--- config.mk ---
export PLATFORM = sky130hd
export DESIGN_NAME = cam_tooth_pattern_decoder
export DESIGN_NICKNAME = d
export VERILOG_FILES = /design/src/rtl/core/ctpd_pkg.sv /design/src/rtl/core/ctpd_mul.sv /design/src/rtl/core/ctpd_div.sv /design/src/rtl/core/cam_tooth_pattern_decoder.sv
export SDC_FILE = /design/constraint.sdc
export NUM_CORES = 2
export LEC_CHECK = 0
export BUFFER_PORTS_ARGS = -buffer_cell sky130_fd_sc_hd__buf_2
export CORE_MARGIN = 1
export CORE_UTILIZATION = 35
export DETAILED_ROUTE_END_ITERATION = 6
export PLACE_DENSITY = 0.55
export SYNTH_ARGS = -nofsm -noshare
export SYNTH_HDL_FRONTEND = slang
export SYNTH_HIERARCHICAL = 1
export SYNTH_SLANG_ARGS = --single-unit
--- constraint.sdc ---
create_clock -name clk -period 7.6 [get_ports clk]
set_clock_uncertainty 0.2 [all_clocks]
set_input_delay 1.52 -clock clk [delete_from_list [all_inputs] [get_ports clk]]
set_output_delay 1.52 -clock clk [all_outputs]
set_load 0.02 [all_outputs]
--- src/rtl/core/ctpd_pkg.sv ---
// Shared types, constants and helpers for the cam tooth pattern decoder.
// Used by ctpd_mul, ctpd_div and cam_tooth_pattern_decoder; depends on nothing.
`default_nettype none

package ctpd_pkg;

    // default timer width in bits
    localparam int TIMER_WIDTH_DEF = 32;

    // datapath widths
    localparam int TIME_W     = 32;
    localparam int MUL_A_W    = 32;
    localparam int MUL_B_W    = 16;
    localparam int PROD_W     = MUL_A_W + MUL_B_W;
    localparam int DIV_W      = 16;
    localparam int DIV_BITS   = 2;
    localparam int DIV_STEPS  = PROD_W / DIV_BITS;
    localparam int ANGLE_W    = 16;
    localparam int CYL_W      = 4;
    localparam int STAGE_W    = 2;

    // saturated period value
    localparam logic [TIME_W-1:0] PERIOD_MAX = '1;

    // configuration port
    localparam int CFG_INDEX_W = 3;
    localparam int CFG_DATA_W  = 16;

    localparam logic [CFG_INDEX_W-1:0] CFG_RUNNING_THRESHOLD   = 3'd0;
    localparam logic [CFG_INDEX_W-1:0] CFG_TIMEOUT_RESOLUTION  = 3'd1;
    localparam logic [CFG_INDEX_W-1:0] CFG_LONG_RATIO          = 3'd2;
    localparam logic [CFG_INDEX_W-1:0] CFG_RATIO_RESOLUTION    = 3'd3;
    localparam logic [CFG_INDEX_W-1:0] CFG_TIMER_COEFFICIENT   = 3'd4;
    localparam logic [CFG_INDEX_W-1:0] CFG_DESIRED_COEFFICIENT = 3'd5;
    localparam logic [CFG_INDEX_W-1:0] CFG_CYLINDER_TABLE      = 3'd6;
    localparam logic [CFG_INDEX_W-1:0] CFG_EVENTS_ENABLED      = 3'd7;

    // pattern stage codes
    localparam logic [STAGE_W-1:0] STAGE_NONE     = 2'd0;
    localparam logic [STAGE_W-1:0] STAGE_TWO_LEFT = 2'd1;
    localparam logic [STAGE_W-1:0] STAGE_ONE_LEFT = 2'd2;
    localparam logic [STAGE_W-1:0] STAGE_DETECTED = 2'd3;

    // cylinder table slots
    localparam logic [1:0] SLOT_SHORT_SHORT = 2'd0;
    localparam logic [1:0] SLOT_LONG_SHORT  = 2'd1;
    localparam logic [1:0] SLOT_LONG_LONG   = 2'd2;
    localparam logic [1:0] SLOT_SHORT_LONG  = 2'd3;

    // sequencer states
    typedef enum logic [2:0] {
        ST_IDLE,
        ST_SUM,
        ST_SCALE,
        ST_DIV_LOAD,
        ST_DIVIDE,
        ST_RATIO,
        ST_LONG,
        ST_RESULT
    } state_t;

    // divider status towards the sequencer
    typedef struct packed {
        logic busy;
        logic done;
    } div_status_t;

    // table slot from current and previous tooth type
    function automatic logic [1:0] cyl_slot(input logic cur_long, input logic prv_long);
        logic [1:0] slot;
        if (cur_long)
        begin
            slot = prv_long ? SLOT_LONG_LONG : SLOT_LONG_SHORT;
        end
        else
        begin
            slot = prv_long ? SLOT_SHORT_LONG : SLOT_SHORT_SHORT;
        end
        return slot;
    endfunction

endpackage

`default_nettype wire

--- src/rtl/core/ctpd_mul.sv ---
// Shared 32 x 16 unsigned multiplier with a registered product.
// Depends on ctpd_pkg for widths.
`default_nettype none

module ctpd_mul (
    input  wire logic                          clk,
    input  wire logic [ctpd_pkg::MUL_A_W-1:0]  a,
    input  wire logic [ctpd_pkg::MUL_B_W-1:0]  b,
    output logic      [ctpd_pkg::PROD_W-1:0]   prod
);

    logic [ctpd_pkg::PROD_W-1:0] prod_reg;

    // product is registered and lands in the cycle after the operands
    always_ff @(posedge clk)
    begin
        prod_reg <= ctpd_pkg::PROD_W'(a) * ctpd_pkg::PROD_W'(b);
    end

    assign prod = prod_reg;

endmodule

`default_nettype wire

--- src/rtl/core/ctpd_div.sv ---
// Restoring divider, 48-bit dividend by 16-bit divisor, two quotient bits per cycle.
// Depends on ctpd_pkg for widths and the status struct.
`default_nettype none

module ctpd_div (
    input  wire logic                          clk,
    input  wire logic                          rst_n,
    input  wire logic                          start,
    input  wire logic [ctpd_pkg::PROD_W-1:0]   dividend,
    input  wire logic [ctpd_pkg::DIV_W-1:0]    divisor,
    output logic      [ctpd_pkg::PROD_W-1:0]   quotient,
    output ctpd_pkg::div_status_t              status
);

    localparam int CNT_W = $clog2(ctpd_pkg::DIV_STEPS);
    localparam logic [CNT_W-1:0] CNT_LAST = CNT_W'(ctpd_pkg::DIV_STEPS - 1);

    logic [ctpd_pkg::PROD_W-1:0] quot_reg;
    logic [ctpd_pkg::PROD_W-1:0] quot_next;
    logic [ctpd_pkg::DIV_W-1:0]  rem_reg;
    logic [ctpd_pkg::DIV_W-1:0]  rem_next;
    logic [ctpd_pkg::DIV_W-1:0]  dsr_reg;
    logic [CNT_W-1:0]            cnt_reg;
    logic                        busy_reg;
    logic                        done_reg;

    // two shift-compare-subtract steps
    always_comb
    begin
        logic [ctpd_pkg::DIV_W:0]    tmp;
        logic [ctpd_pkg::DIV_W-1:0]  rem_v;
        logic [ctpd_pkg::PROD_W-1:0] q_v;
        rem_v = rem_reg;
        q_v   = quot_reg;
        for (int i = 0; i < ctpd_pkg::DIV_BITS; i++)
        begin
            tmp = {rem_v, q_v[ctpd_pkg::PROD_W-1]};
            q_v = {q_v[ctpd_pkg::PROD_W-2:0], 1'b0};
            if (tmp >= {1'b0, dsr_reg})
            begin
                tmp    = tmp - {1'b0, dsr_reg};
                q_v[0] = 1'b1;
            end
            rem_v = tmp[ctpd_pkg::DIV_W-1:0];
        end
        rem_next  = rem_v;
        quot_next = q_v;
    end

    // control
    always_ff @(posedge clk or negedge rst_n)
    begin
        if (!rst_n)
        begin
            busy_reg <= 1'b0;
            done_reg <= 1'b0;
            cnt_reg  <= '0;
        end
        else
        begin
            done_reg <= busy_reg && (cnt_reg == CNT_LAST);
            if (start)
            begin
                busy_reg <= 1'b1;
                cnt_reg  <= '0;
            end
            else if (busy_reg)
            begin
                if (cnt_reg == CNT_LAST)
                begin
                    busy_reg <= 1'b0;
                end
                cnt_reg <= cnt_reg + 1'b1;
            end
        end
    end

    // datapath
    always_ff @(posedge clk)
    begin
        if (start)
        begin
            quot_reg <= dividend;
            rem_reg  <= '0;
            dsr_reg  <= divisor;
        end
        else if (busy_reg)
        begin
            quot_reg <= quot_next;
            rem_reg  <= rem_next;
        end
    end

    assign quotient    = quot_reg;
    assign status.busy = busy_reg;
    assign status.done = done_reg;

    // done only follows a busy cycle
    assert property (@(posedge clk) disable iff (!rst_n)
        done_reg |-> $past(busy_reg))
        else $error("divider done without a running division");

    // a division started is busy next cycle
    assert property (@(posedge clk) disable iff (!rst_n)
        start |=> busy_reg)
        else $error("divider did not start");

    // busy and done never together
    assert property (@(posedge clk) disable iff (!rst_n)
        !(busy_reg && done_reg))
        else $error("divider busy and done at once");

endmodule

`default_nettype wire

--- src/rtl/core/cam_tooth_pattern_decoder.sv ---
// Cam tooth pattern decoder top level: sequencer, state, configuration and result register.
// Depends on ctpd_pkg, ctpd_mul and ctpd_div.
//
// One cam edge item is taken at a time and the input stalls until its result is in the
// output register. A rising edge or the very first falling edge goes through take and result.
// Every later falling edge goes through take, phase sum, scaling multiply, divider load,
// the divide step (24 steps of two quotient bits over the 48-bit product, then done), ratio,
// long tooth test and result. The one shared 32 x 16 multiplier forms the scaling product,
// then the running threshold product while the divider runs, then the two long tooth products.
// The result register lets a finished result wait while the next edge is taken; a result
// still held by the output stall keeps the next one in its result step.
// Configuration writes are always ready and must be made while no edge is in flight.
`default_nettype none

module cam_tooth_pattern_decoder #(
    parameter int TIMER_WIDTH = ctpd_pkg::TIMER_WIDTH_DEF
) (
    input  wire logic                              clk,
    input  wire logic                              rst_n,
    // configuration
    input  wire logic                              cfg_valid,
    output logic                                   cfg_ready,
    input  wire logic [ctpd_pkg::CFG_INDEX_W-1:0]  cfg_index,
    input  wire logic [ctpd_pkg::CFG_DATA_W-1:0]   cfg_data,
    // cam edge items
    input  wire logic                              in_valid,
    output logic                                   in_stall,
    input  wire logic [ctpd_pkg::TIME_W-1:0]       edge_time,
    input  wire logic                              pin_level,
    input  wire logic                              crank_synced,
    input  wire logic [ctpd_pkg::ANGLE_W-1:0]      crank_angle,
    // result items
    output logic                                   out_valid,
    input  wire logic                              out_stall,
    output logic      [ctpd_pkg::TIME_W-1:0]       tooth_period,
    output logic                                   tooth_long,
    output logic      [ctpd_pkg::STAGE_W-1:0]      pattern_stage,
    output logic      [ctpd_pkg::CYL_W-1:0]        cylinder,
    output logic                                   cylinder_valid,
    output logic                                   detect_event,
    output logic                                   run_event,
    output logic                                   position_available,
    output logic      [ctpd_pkg::ANGLE_W-1:0]      engine_angle,
    output logic                                   processed
);

    localparam logic [ctpd_pkg::TIME_W-1:0] TIME_MASK =
        ctpd_pkg::TIME_W'((33'd1 << TIMER_WIDTH) - 33'd1);

    // configuration registers
    logic [7:0]  run_thr_reg;
    logic [15:0] timeout_res_reg;
    logic [7:0]  long_ratio_reg;
    logic [7:0]  ratio_res_reg;
    logic [15:0] timer_coef_reg;
    logic [15:0] desired_coef_reg;
    logic [15:0] cyl_table_reg;
    logic        events_en_reg;

    // sequencer
    ctpd_pkg::state_t state_reg;
    ctpd_pkg::state_t state_next;

    // latched item
    logic [ctpd_pkg::TIME_W-1:0]  t_in_reg;
    logic                         level_in_reg;
    logic                         synced_in_reg;
    logic [ctpd_pkg::ANGLE_W-1:0] angle_in_reg;

    // decoder state
    logic [ctpd_pkg::TIME_W-1:0]  last_edge_time_reg, last_edge_time_next;
    logic [ctpd_pkg::TIME_W-1:0]  low_phase_reg, low_phase_next;
    logic                         first_period_reg, first_period_next;
    logic [ctpd_pkg::STAGE_W-1:0] stage_reg, stage_next;
    logic                         detected_reg, detected_next;
    logic                         running_reg, running_next;
    logic                         prev_long_reg, prev_long_next;
    logic [ctpd_pkg::TIME_W-1:0]  period_reg, period_next;
    logic [ctpd_pkg::CYL_W-1:0]   last_cylinder_reg, last_cylinder_next;
    logic [ctpd_pkg::ANGLE_W-1:0] angle_reg, angle_next;

    // work registers
    logic [ctpd_pkg::TIME_W-1:0]  sum_reg;
    logic [ctpd_pkg::TIME_W-1:0]  period_new_reg;
    logic                         run_ok_reg;
    logic [ctpd_pkg::PROD_W-1:0]  ratio_prod_reg;

    // result register
    logic                         out_valid_reg;
    logic [ctpd_pkg::TIME_W-1:0]  tooth_period_reg;
    logic                         tooth_long_reg, tooth_long_next;
    logic [ctpd_pkg::STAGE_W-1:0] pattern_stage_reg;
    logic [ctpd_pkg::CYL_W-1:0]   cylinder_reg;
    logic                         cylinder_valid_reg, cylinder_valid_next;
    logic                         detect_event_reg, detect_event_next;
    logic                         run_event_reg, run_event_next;
    logic                         position_reg, position_next;
    logic [ctpd_pkg::ANGLE_W-1:0] engine_angle_reg;
    logic                         processed_reg, processed_next;

    // shared units
    logic [ctpd_pkg::MUL_A_W-1:0] mul_a;
    logic [ctpd_pkg::MUL_B_W-1:0] mul_b;
    logic [ctpd_pkg::PROD_W-1:0]  prod;
    logic                         div_start;
    logic [ctpd_pkg::PROD_W-1:0]  quotient;
    ctpd_pkg::div_status_t        div_stat;

    logic                         in_accept;
    logic                         commit;
    logic [ctpd_pkg::TIME_W-1:0]  delta;
    logic [ctpd_pkg::TIME_W:0]    sum_full;

    ctpd_mul u_mul (
        .clk  (clk),
        .a    (mul_a),
        .b    (mul_b),
        .prod (prod)
    );

    ctpd_div u_div (
        .clk      (clk),
        .rst_n    (rst_n),
        .start    (div_start),
        .dividend (prod),
        .divisor  (desired_coef_reg),
        .quotient (quotient),
        .status   (div_stat)
    );

    // handshakes
    assign cfg_ready = 1'b1;
    assign in_accept = in_valid && !in_stall;
    assign commit    = (state_reg == ctpd_pkg::ST_RESULT) && (!out_valid_reg || !out_stall);

    // masked time since the last edge and full period with its carry bit, saturated in the sum step
    assign delta    = (t_in_reg - last_edge_time_reg) & TIME_MASK;
    assign sum_full = {1'b0, low_phase_reg} + {1'b0, delta};

    // configuration writes
    always_ff @(posedge clk or negedge rst_n)
    begin
        if (!rst_n)
        begin
            run_thr_reg      <= 8'd10;
            timeout_res_reg  <= 16'd1000;
            long_ratio_reg   <= 8'd3;
            ratio_res_reg    <= 8'd2;
            timer_coef_reg   <= 16'd1;
            desired_coef_reg <= 16'd1;
            cyl_table_reg    <= 16'd0;
            events_en_reg    <= 1'b0;
        end
        else if (cfg_valid && cfg_ready)
        begin
            case (cfg_index)
                ctpd_pkg::CFG_RUNNING_THRESHOLD:   run_thr_reg      <= cfg_data[7:0];
                ctpd_pkg::CFG_TIMEOUT_RESOLUTION:  timeout_res_reg  <= cfg_data;
                ctpd_pkg::CFG_LONG_RATIO:          long_ratio_reg   <= cfg_data[7:0];
                ctpd_pkg::CFG_RATIO_RESOLUTION:    ratio_res_reg    <= cfg_data[7:0];
                ctpd_pkg::CFG_TIMER_COEFFICIENT:   timer_coef_reg   <= cfg_data;
                ctpd_pkg::CFG_DESIRED_COEFFICIENT: desired_coef_reg <= cfg_data;
                ctpd_pkg::CFG_CYLINDER_TABLE:      cyl_table_reg    <= cfg_data;
                ctpd_pkg::CFG_EVENTS_ENABLED:      events_en_reg    <= cfg_data[0];
                default:                           events_en_reg    <= events_en_reg;
            endcase
        end
    end

    // next state
    always_comb
    begin
        state_next = state_reg;
        case (state_reg)
            ctpd_pkg::ST_IDLE:
            begin
                if (in_accept)
                begin
                    state_next = (pin_level || first_period_reg) ? ctpd_pkg::ST_RESULT
                                                                 : ctpd_pkg::ST_SUM;
                end
            end
            ctpd_pkg::ST_SUM:      state_next = ctpd_pkg::ST_SCALE;
            ctpd_pkg::ST_SCALE:    state_next = ctpd_pkg::ST_DIV_LOAD;
            ctpd_pkg::ST_DIV_LOAD: state_next = ctpd_pkg::ST_DIVIDE;
            ctpd_pkg::ST_DIVIDE:
            begin
                if (div_stat.done)
                begin
                    state_next = ctpd_pkg::ST_RATIO;
                end
            end
            ctpd_pkg::ST_RATIO:    state_next = ctpd_pkg::ST_LONG;
            ctpd_pkg::ST_LONG:     state_next = ctpd_pkg::ST_RESULT;
            ctpd_pkg::ST_RESULT:
            begin
                if (commit)
                begin
                    state_next = ctpd_pkg::ST_IDLE;
                end
            end
            default:               state_next = ctpd_pkg::ST_IDLE;
        endcase
    end

    // sequencer outputs: input stall, divider start and multiplier operands
    always_comb
    begin
        in_stall  = (state_reg != ctpd_pkg::ST_IDLE);
        div_start = (state_reg == ctpd_pkg::ST_DIV_LOAD);
        case (state_reg)
            ctpd_pkg::ST_SCALE:
            begin
                mul_a = sum_reg;
                mul_b = timer_coef_reg;
            end
            ctpd_pkg::ST_DIV_LOAD, ctpd_pkg::ST_DIVIDE:
            begin
                mul_a = ctpd_pkg::MUL_A_W'(run_thr_reg);
                mul_b = timeout_res_reg;
            end
            ctpd_pkg::ST_RATIO:
            begin
                mul_a = period_new_reg;
                mul_b = ctpd_pkg::MUL_B_W'(ratio_res_reg);
            end
            default:
            begin
                mul_a = low_phase_reg;
                mul_b = ctpd_pkg::MUL_B_W'(long_ratio_reg);
            end
        endcase
    end

    always_ff @(posedge clk or negedge rst_n)
    begin
        if (!rst_n)
        begin
            state_reg <= ctpd_pkg::ST_IDLE;
        end
        else
        begin
            state_reg <= state_next;
        end
    end

    // item latch and intermediate results
    always_ff @(posedge clk)
    begin
        if (in_accept)
        begin
            t_in_reg      <= edge_time;
            level_in_reg  <= pin_level;
            synced_in_reg <= crank_synced;
            angle_in_reg  <= crank_angle;
        end
        if (state_reg == ctpd_pkg::ST_SUM)
        begin
            sum_reg <= sum_full[ctpd_pkg::TIME_W] ? ctpd_pkg::PERIOD_MAX
                                                  : sum_full[ctpd_pkg::TIME_W-1:0];
        end
        if ((state_reg == ctpd_pkg::ST_DIVIDE) && div_stat.done)
        begin
            if ((desired_coef_reg == '0) || (|quotient[ctpd_pkg::PROD_W-1:ctpd_pkg::TIME_W]))
            begin
                period_new_reg <= ctpd_pkg::PERIOD_MAX;
            end
            else
            begin
                period_new_reg <= quotient[ctpd_pkg::TIME_W-1:0];
            end
        end
        // threshold product is in the multiplier register here
        if (state_reg == ctpd_pkg::ST_RATIO)
        begin
            run_ok_reg <= (ctpd_pkg::PROD_W'(period_new_reg) <= prod);
        end
        if (state_reg == ctpd_pkg::ST_LONG)
        begin
            ratio_prod_reg <= prod;
        end
    end

    // state update and result fields at commit
    always_comb
    begin
        logic is_long;
        is_long             = ratio_prod_reg < prod;
        last_edge_time_next = t_in_reg;
        low_phase_next      = low_phase_reg;
        first_period_next   = first_period_reg;
        stage_next          = stage_reg;
        detected_next       = detected_reg;
        running_next        = running_reg;
        prev_long_next      = prev_long_reg;
        period_next         = period_reg;
        last_cylinder_next  = last_cylinder_reg;
        angle_next          = angle_reg;
        tooth_long_next     = 1'b0;
        cylinder_valid_next = 1'b0;
        detect_event_next   = 1'b0;
        run_event_next      = 1'b0;
        position_next       = 1'b0;
        processed_next      = 1'b0;
        if (level_in_reg)
        begin
            low_phase_next = delta;
        end
        else if (first_period_reg)
        begin
            first_period_next = 1'b0;
            stage_next        = ctpd_pkg::STAGE_TWO_LEFT;
        end
        else
        begin
            period_next = period_new_reg;
            if (!detected_reg)
            begin
                detected_next     = 1'b1;
                detect_event_next = events_en_reg;
            end
            if (run_ok_reg && !running_reg)
            begin
                running_next   = 1'b1;
                run_event_next = events_en_reg;
            end
            tooth_long_next = is_long;
            if (stage_reg != ctpd_pkg::STAGE_DETECTED)
            begin
                stage_next = stage_reg + 1'b1;
            end
            // cylinder lookup from the last two tooth types
            if ((stage_reg == ctpd_pkg::STAGE_ONE_LEFT) || (stage_reg == ctpd_pkg::STAGE_DETECTED))
            begin
                last_cylinder_next  = cyl_table_reg[ctpd_pkg::cyl_slot(is_long, prev_long_reg)
                                                    * ctpd_pkg::CYL_W +: ctpd_pkg::CYL_W];
                cylinder_valid_next = 1'b1;
            end
            prev_long_next = is_long;
            position_next  = synced_in_reg;
            angle_next     = angle_in_reg;
            processed_next = 1'b1;
        end
    end

    // decoder state registers
    always_ff @(posedge clk or negedge rst_n)
    begin
        if (!rst_n)
        begin
            last_edge_time_reg <= '0;
            low_phase_reg      <= '0;
            first_period_reg   <= 1'b1;
            stage_reg          <= ctpd_pkg::STAGE_NONE;
            detected_reg       <= 1'b0;
            running_reg        <= 1'b0;
            prev_long_reg      <= 1'b0;
            period_reg         <= '0;
            last_cylinder_reg  <= '0;
            angle_reg          <= '0;
        end
        else if (commit)
        begin
            last_edge_time_reg <= last_edge_time_next;
            low_phase_reg      <= low_phase_next;
            first_period_reg   <= first_period_next;
            stage_reg          <= stage_next;
            detected_reg       <= detected_next;
            running_reg        <= running_next;
            prev_long_reg      <= prev_long_next;
            period_reg         <= period_next;
            last_cylinder_reg  <= last_cylinder_next;
            angle_reg          <= angle_next;
        end
    end

    // result register valid
    always_ff @(posedge clk or negedge rst_n)
    begin
        if (!rst_n)
        begin
            out_valid_reg <= 1'b0;
        end
        else if (commit)
        begin
            out_valid_reg <= 1'b1;
        end
        else if (!out_stall)
        begin
            out_valid_reg <= 1'b0;
        end
    end

    // result register payload
    always_ff @(posedge clk)
    begin
        if (commit)
        begin
            tooth_period_reg   <= period_next;
            tooth_long_reg     <= tooth_long_next;
            pattern_stage_reg  <= stage_next;
            cylinder_reg       <= last_cylinder_next;
            cylinder_valid_reg <= cylinder_valid_next;
            detect_event_reg   <= detect_event_next;
            run_event_reg      <= run_event_next;
            position_reg       <= position_next;
            engine_angle_reg   <= angle_next;
            processed_reg      <= processed_next;
        end
    end

    assign out_valid          = out_valid_reg;
    assign tooth_period       = tooth_period_reg;
    assign tooth_long         = tooth_long_reg;
    assign pattern_stage      = pattern_stage_reg;
    assign cylinder           = cylinder_reg;
    assign cylinder_valid     = cylinder_valid_reg;
    assign detect_event       = detect_event_reg;
    assign run_event          = run_event_reg;
    assign position_available = position_reg;
    assign engine_angle       = engine_angle_reg;
    assign processed          = processed_reg;

    // an accepted item always leaves idle
    assert property (@(posedge clk) disable iff (!rst_n)
        in_accept |=> (state_reg != ctpd_pkg::ST_IDLE))
        else $error("item accepted but sequencer stayed idle");

    // detected pattern never falls back
    assert property (@(posedge clk) disable iff (!rst_n)
        (stage_reg == ctpd_pkg::STAGE_DETECTED) |=> (stage_reg == ctpd_pkg::STAGE_DETECTED))
        else $error("pattern stage left detected");

    // divider finishes only while the sequencer waits for it
    assert property (@(posedge clk) disable iff (!rst_n)
        div_stat.done |-> (state_reg == ctpd_pkg::ST_DIVIDE))
        else $error("divider done outside the divide step");

    // a processed edge always has an armed stage
    assert property (@(posedge clk) disable iff (!rst_n)
        (out_valid_reg && processed_reg) |-> (pattern_stage_reg != ctpd_pkg::STAGE_NONE))
        else $error("processed edge with stage not armed");

    // a cylinder update belongs to a processed edge
    assert property (@(posedge clk) disable iff (!rst_n)
        (out_valid_reg && cylinder_valid_reg) |-> processed_reg)
        else $error("cylinder update on an unprocessed edge");

endmodule

`default_nettype wire
==> out/metrics.cfg <==
[place]
place.gp.congestion=0.883
dp_hpwl_um=90900
io_buffers=135
place_inst=6144

[routing]
drtPass1Iterations=5
drt-vias-per-instance=5.08
drcViolationCount=0
drt_iter0_markers=1917
wire_per_inst_um=18.9
vias=32014
wirelength_um=119000
ant_nets=0

[grt]
grt_start_max_net_pins=141
grt_pass1_vias=33084
grt_antenna_before_repair=11
grt_use_total=0.185
grt_pass1_wl_um=189000
grt.overflow.total=0

[timing]
fmax_mhz=136
rsz0062_at_grt=yes
slew_violations=0
min_period_over_period=0.970
min_period_ns=7.37
hold_viol=0
setup_viol=0
slew_headroom=0.297
tightestPinTransition_ns=1.05

[setup_path]
setup.worst_path.end_class=flop
required_ns=7.92
path_common_cell=fa_1
arrival_ns=7.69
crit_buf_inv=10
slowest_stage=fa_1
cpPeakStageDelay_ns=0.57
cp-start-kind=flop
path_class=flop to flop
cpLargestDelayFamily=adder cells
worstPathMaxFanout=17

[layout]
final_nets=5382
multi_input_area_um2=27100
fin_cells=6307
fillCellCount=12490
syn2layout_area_growth_pct=14.5
regArea_um2=15500
final_cell_mix=nand2_1 (642), inv_1 (573), fa_1 (420), edfxtp_1 (287), ha_1 (284)
drive_gt1_frac=0.164
final_common_cell=nand2_1

[die]
die_y_um=361
io_pins=137
die-area_um2=130000
core_um2=128000
rows=131
start_util=0.353
die_x_um=361

[synthesis]
netlist_instances=4395
syn_area_per_cell_um2=10.3
synth_nets=5188
yosys_warnings=6
syn-cell-area_um2=45100

[cts]
cts.sinks=573
root_buffer=clkbuf_16
h-tree-depth=3
clock_path_buffers=3
clk_latency_ns=0.68
cts-buffers-inserted=67
cts_tree=yes
cts.clk_slew.worst_paths_ns=0.06

[run]
cap_violations=0

[status]
status=finished clean

[hold_path]
hp-class=flop to flop

-- worst register-to-register path: cells and delay by family, from the launching register on --
| kind | cells | cell delay, ns |
|---|---|---|
| AO/OA/AOI/OAI | 7 | 1.72 |
| XOR/XNOR | 1 | 0.16 |
| adder cells (fa/ha/maj) | 7 | 3.34 |
| buffers and inverters | 10 | 1.09 |
| flip-flops | 1 | 0.43 |
| multiplexers | 1 | 0.12 |
| AND/OR/NAND/NOR | 2 | 0.18 |
-- metal layers --
| layer | track usage | vias to the layer above | share of wire |
|---|---|---|---|
| met5 | 0 | - | 0.00018 |
| met4 | 0.0854 | 4 | 0.045 |
| met3 | 0.0209 | 180 | 0.034 |
| met2 | 0.318 | 606 | 0.49 |
| met1 | 0.232 | 16149 | 0.43 |
| li1 | - | 15075 | - |
-- through the flow --
stage | hold slack [ns] | cell area (µm²) | worst slack, ns | utilization | TNS, ns
after global routing | 0.274 | 51600 | -0.0339 | 0.404 | -0.0958
final | 0.258 | 51600 | 0.231 | 0.404 | 0
after CTS | 0.255 | 50800 | 0.0415 | 0.398 | 0
after detailed placement | 0.238 | 48500 | 0.0449 | 0.380 | 0
after floorplan | 0.225 | 45100 | 0.0197 | - | 0
after global placement | 0.240 | 48500 | 0.157 | 0.380 | 0
-- layout make-up --
class,instances,area share
Multi-Input combinational cell,3055,0.525
Sequential cell,573,0.300
Antenna cell,1,0.0000485
Inverter,576,0.0420
Timing Repair Buffer,316,0.0491
Clock inverter,30,0.00734
Tap cell,1662,0.0403
Clock buffer,94,0.0367
-- final timing paths --
path                       cells past startpoint                            endpoint  slack [ns]                startpoint
max                                           28              u_mul/prod[45]$_DFF_P_        0.23  state_reg[0]$_DFFE_PN0P_
min                                            1            detected_reg$_DFFE_PN0P_        0.26  detected_reg$_DFFE_PN0P_
max reg2reg                                   28              u_mul/prod[45]$_DFF_P_        0.23  state_reg[0]$_DFFE_PN0P_
min reg2reg                                    1            detected_reg$_DFFE_PN0P_        0.26  detected_reg$_DFFE_PN0P_
max in group asynchronous                      2          period_reg[11]$_DFFE_PN0P_        5.12                     rst_n
min in group asynchronous                      1  last_edge_time_reg[20]$_DFFE_PN0P_        0.73                     rst_n
-- repair_timing --
| action | 4_1_cts | 5_1_grt |
|---|---|---|
| gates resized for setup | 1 | 91 |
| endpoints found under the setup margin | 1 | 14 |
| hold buffers | 0 | 0 |
| buffers inserted | 0 | 34 |
| cloned | 0 | 4 |
| pin swaps | 0 | 37 |
Power is not shown: default switching activity piles up to over one toggle a cycle in this logic, so the estimate is an artifact.
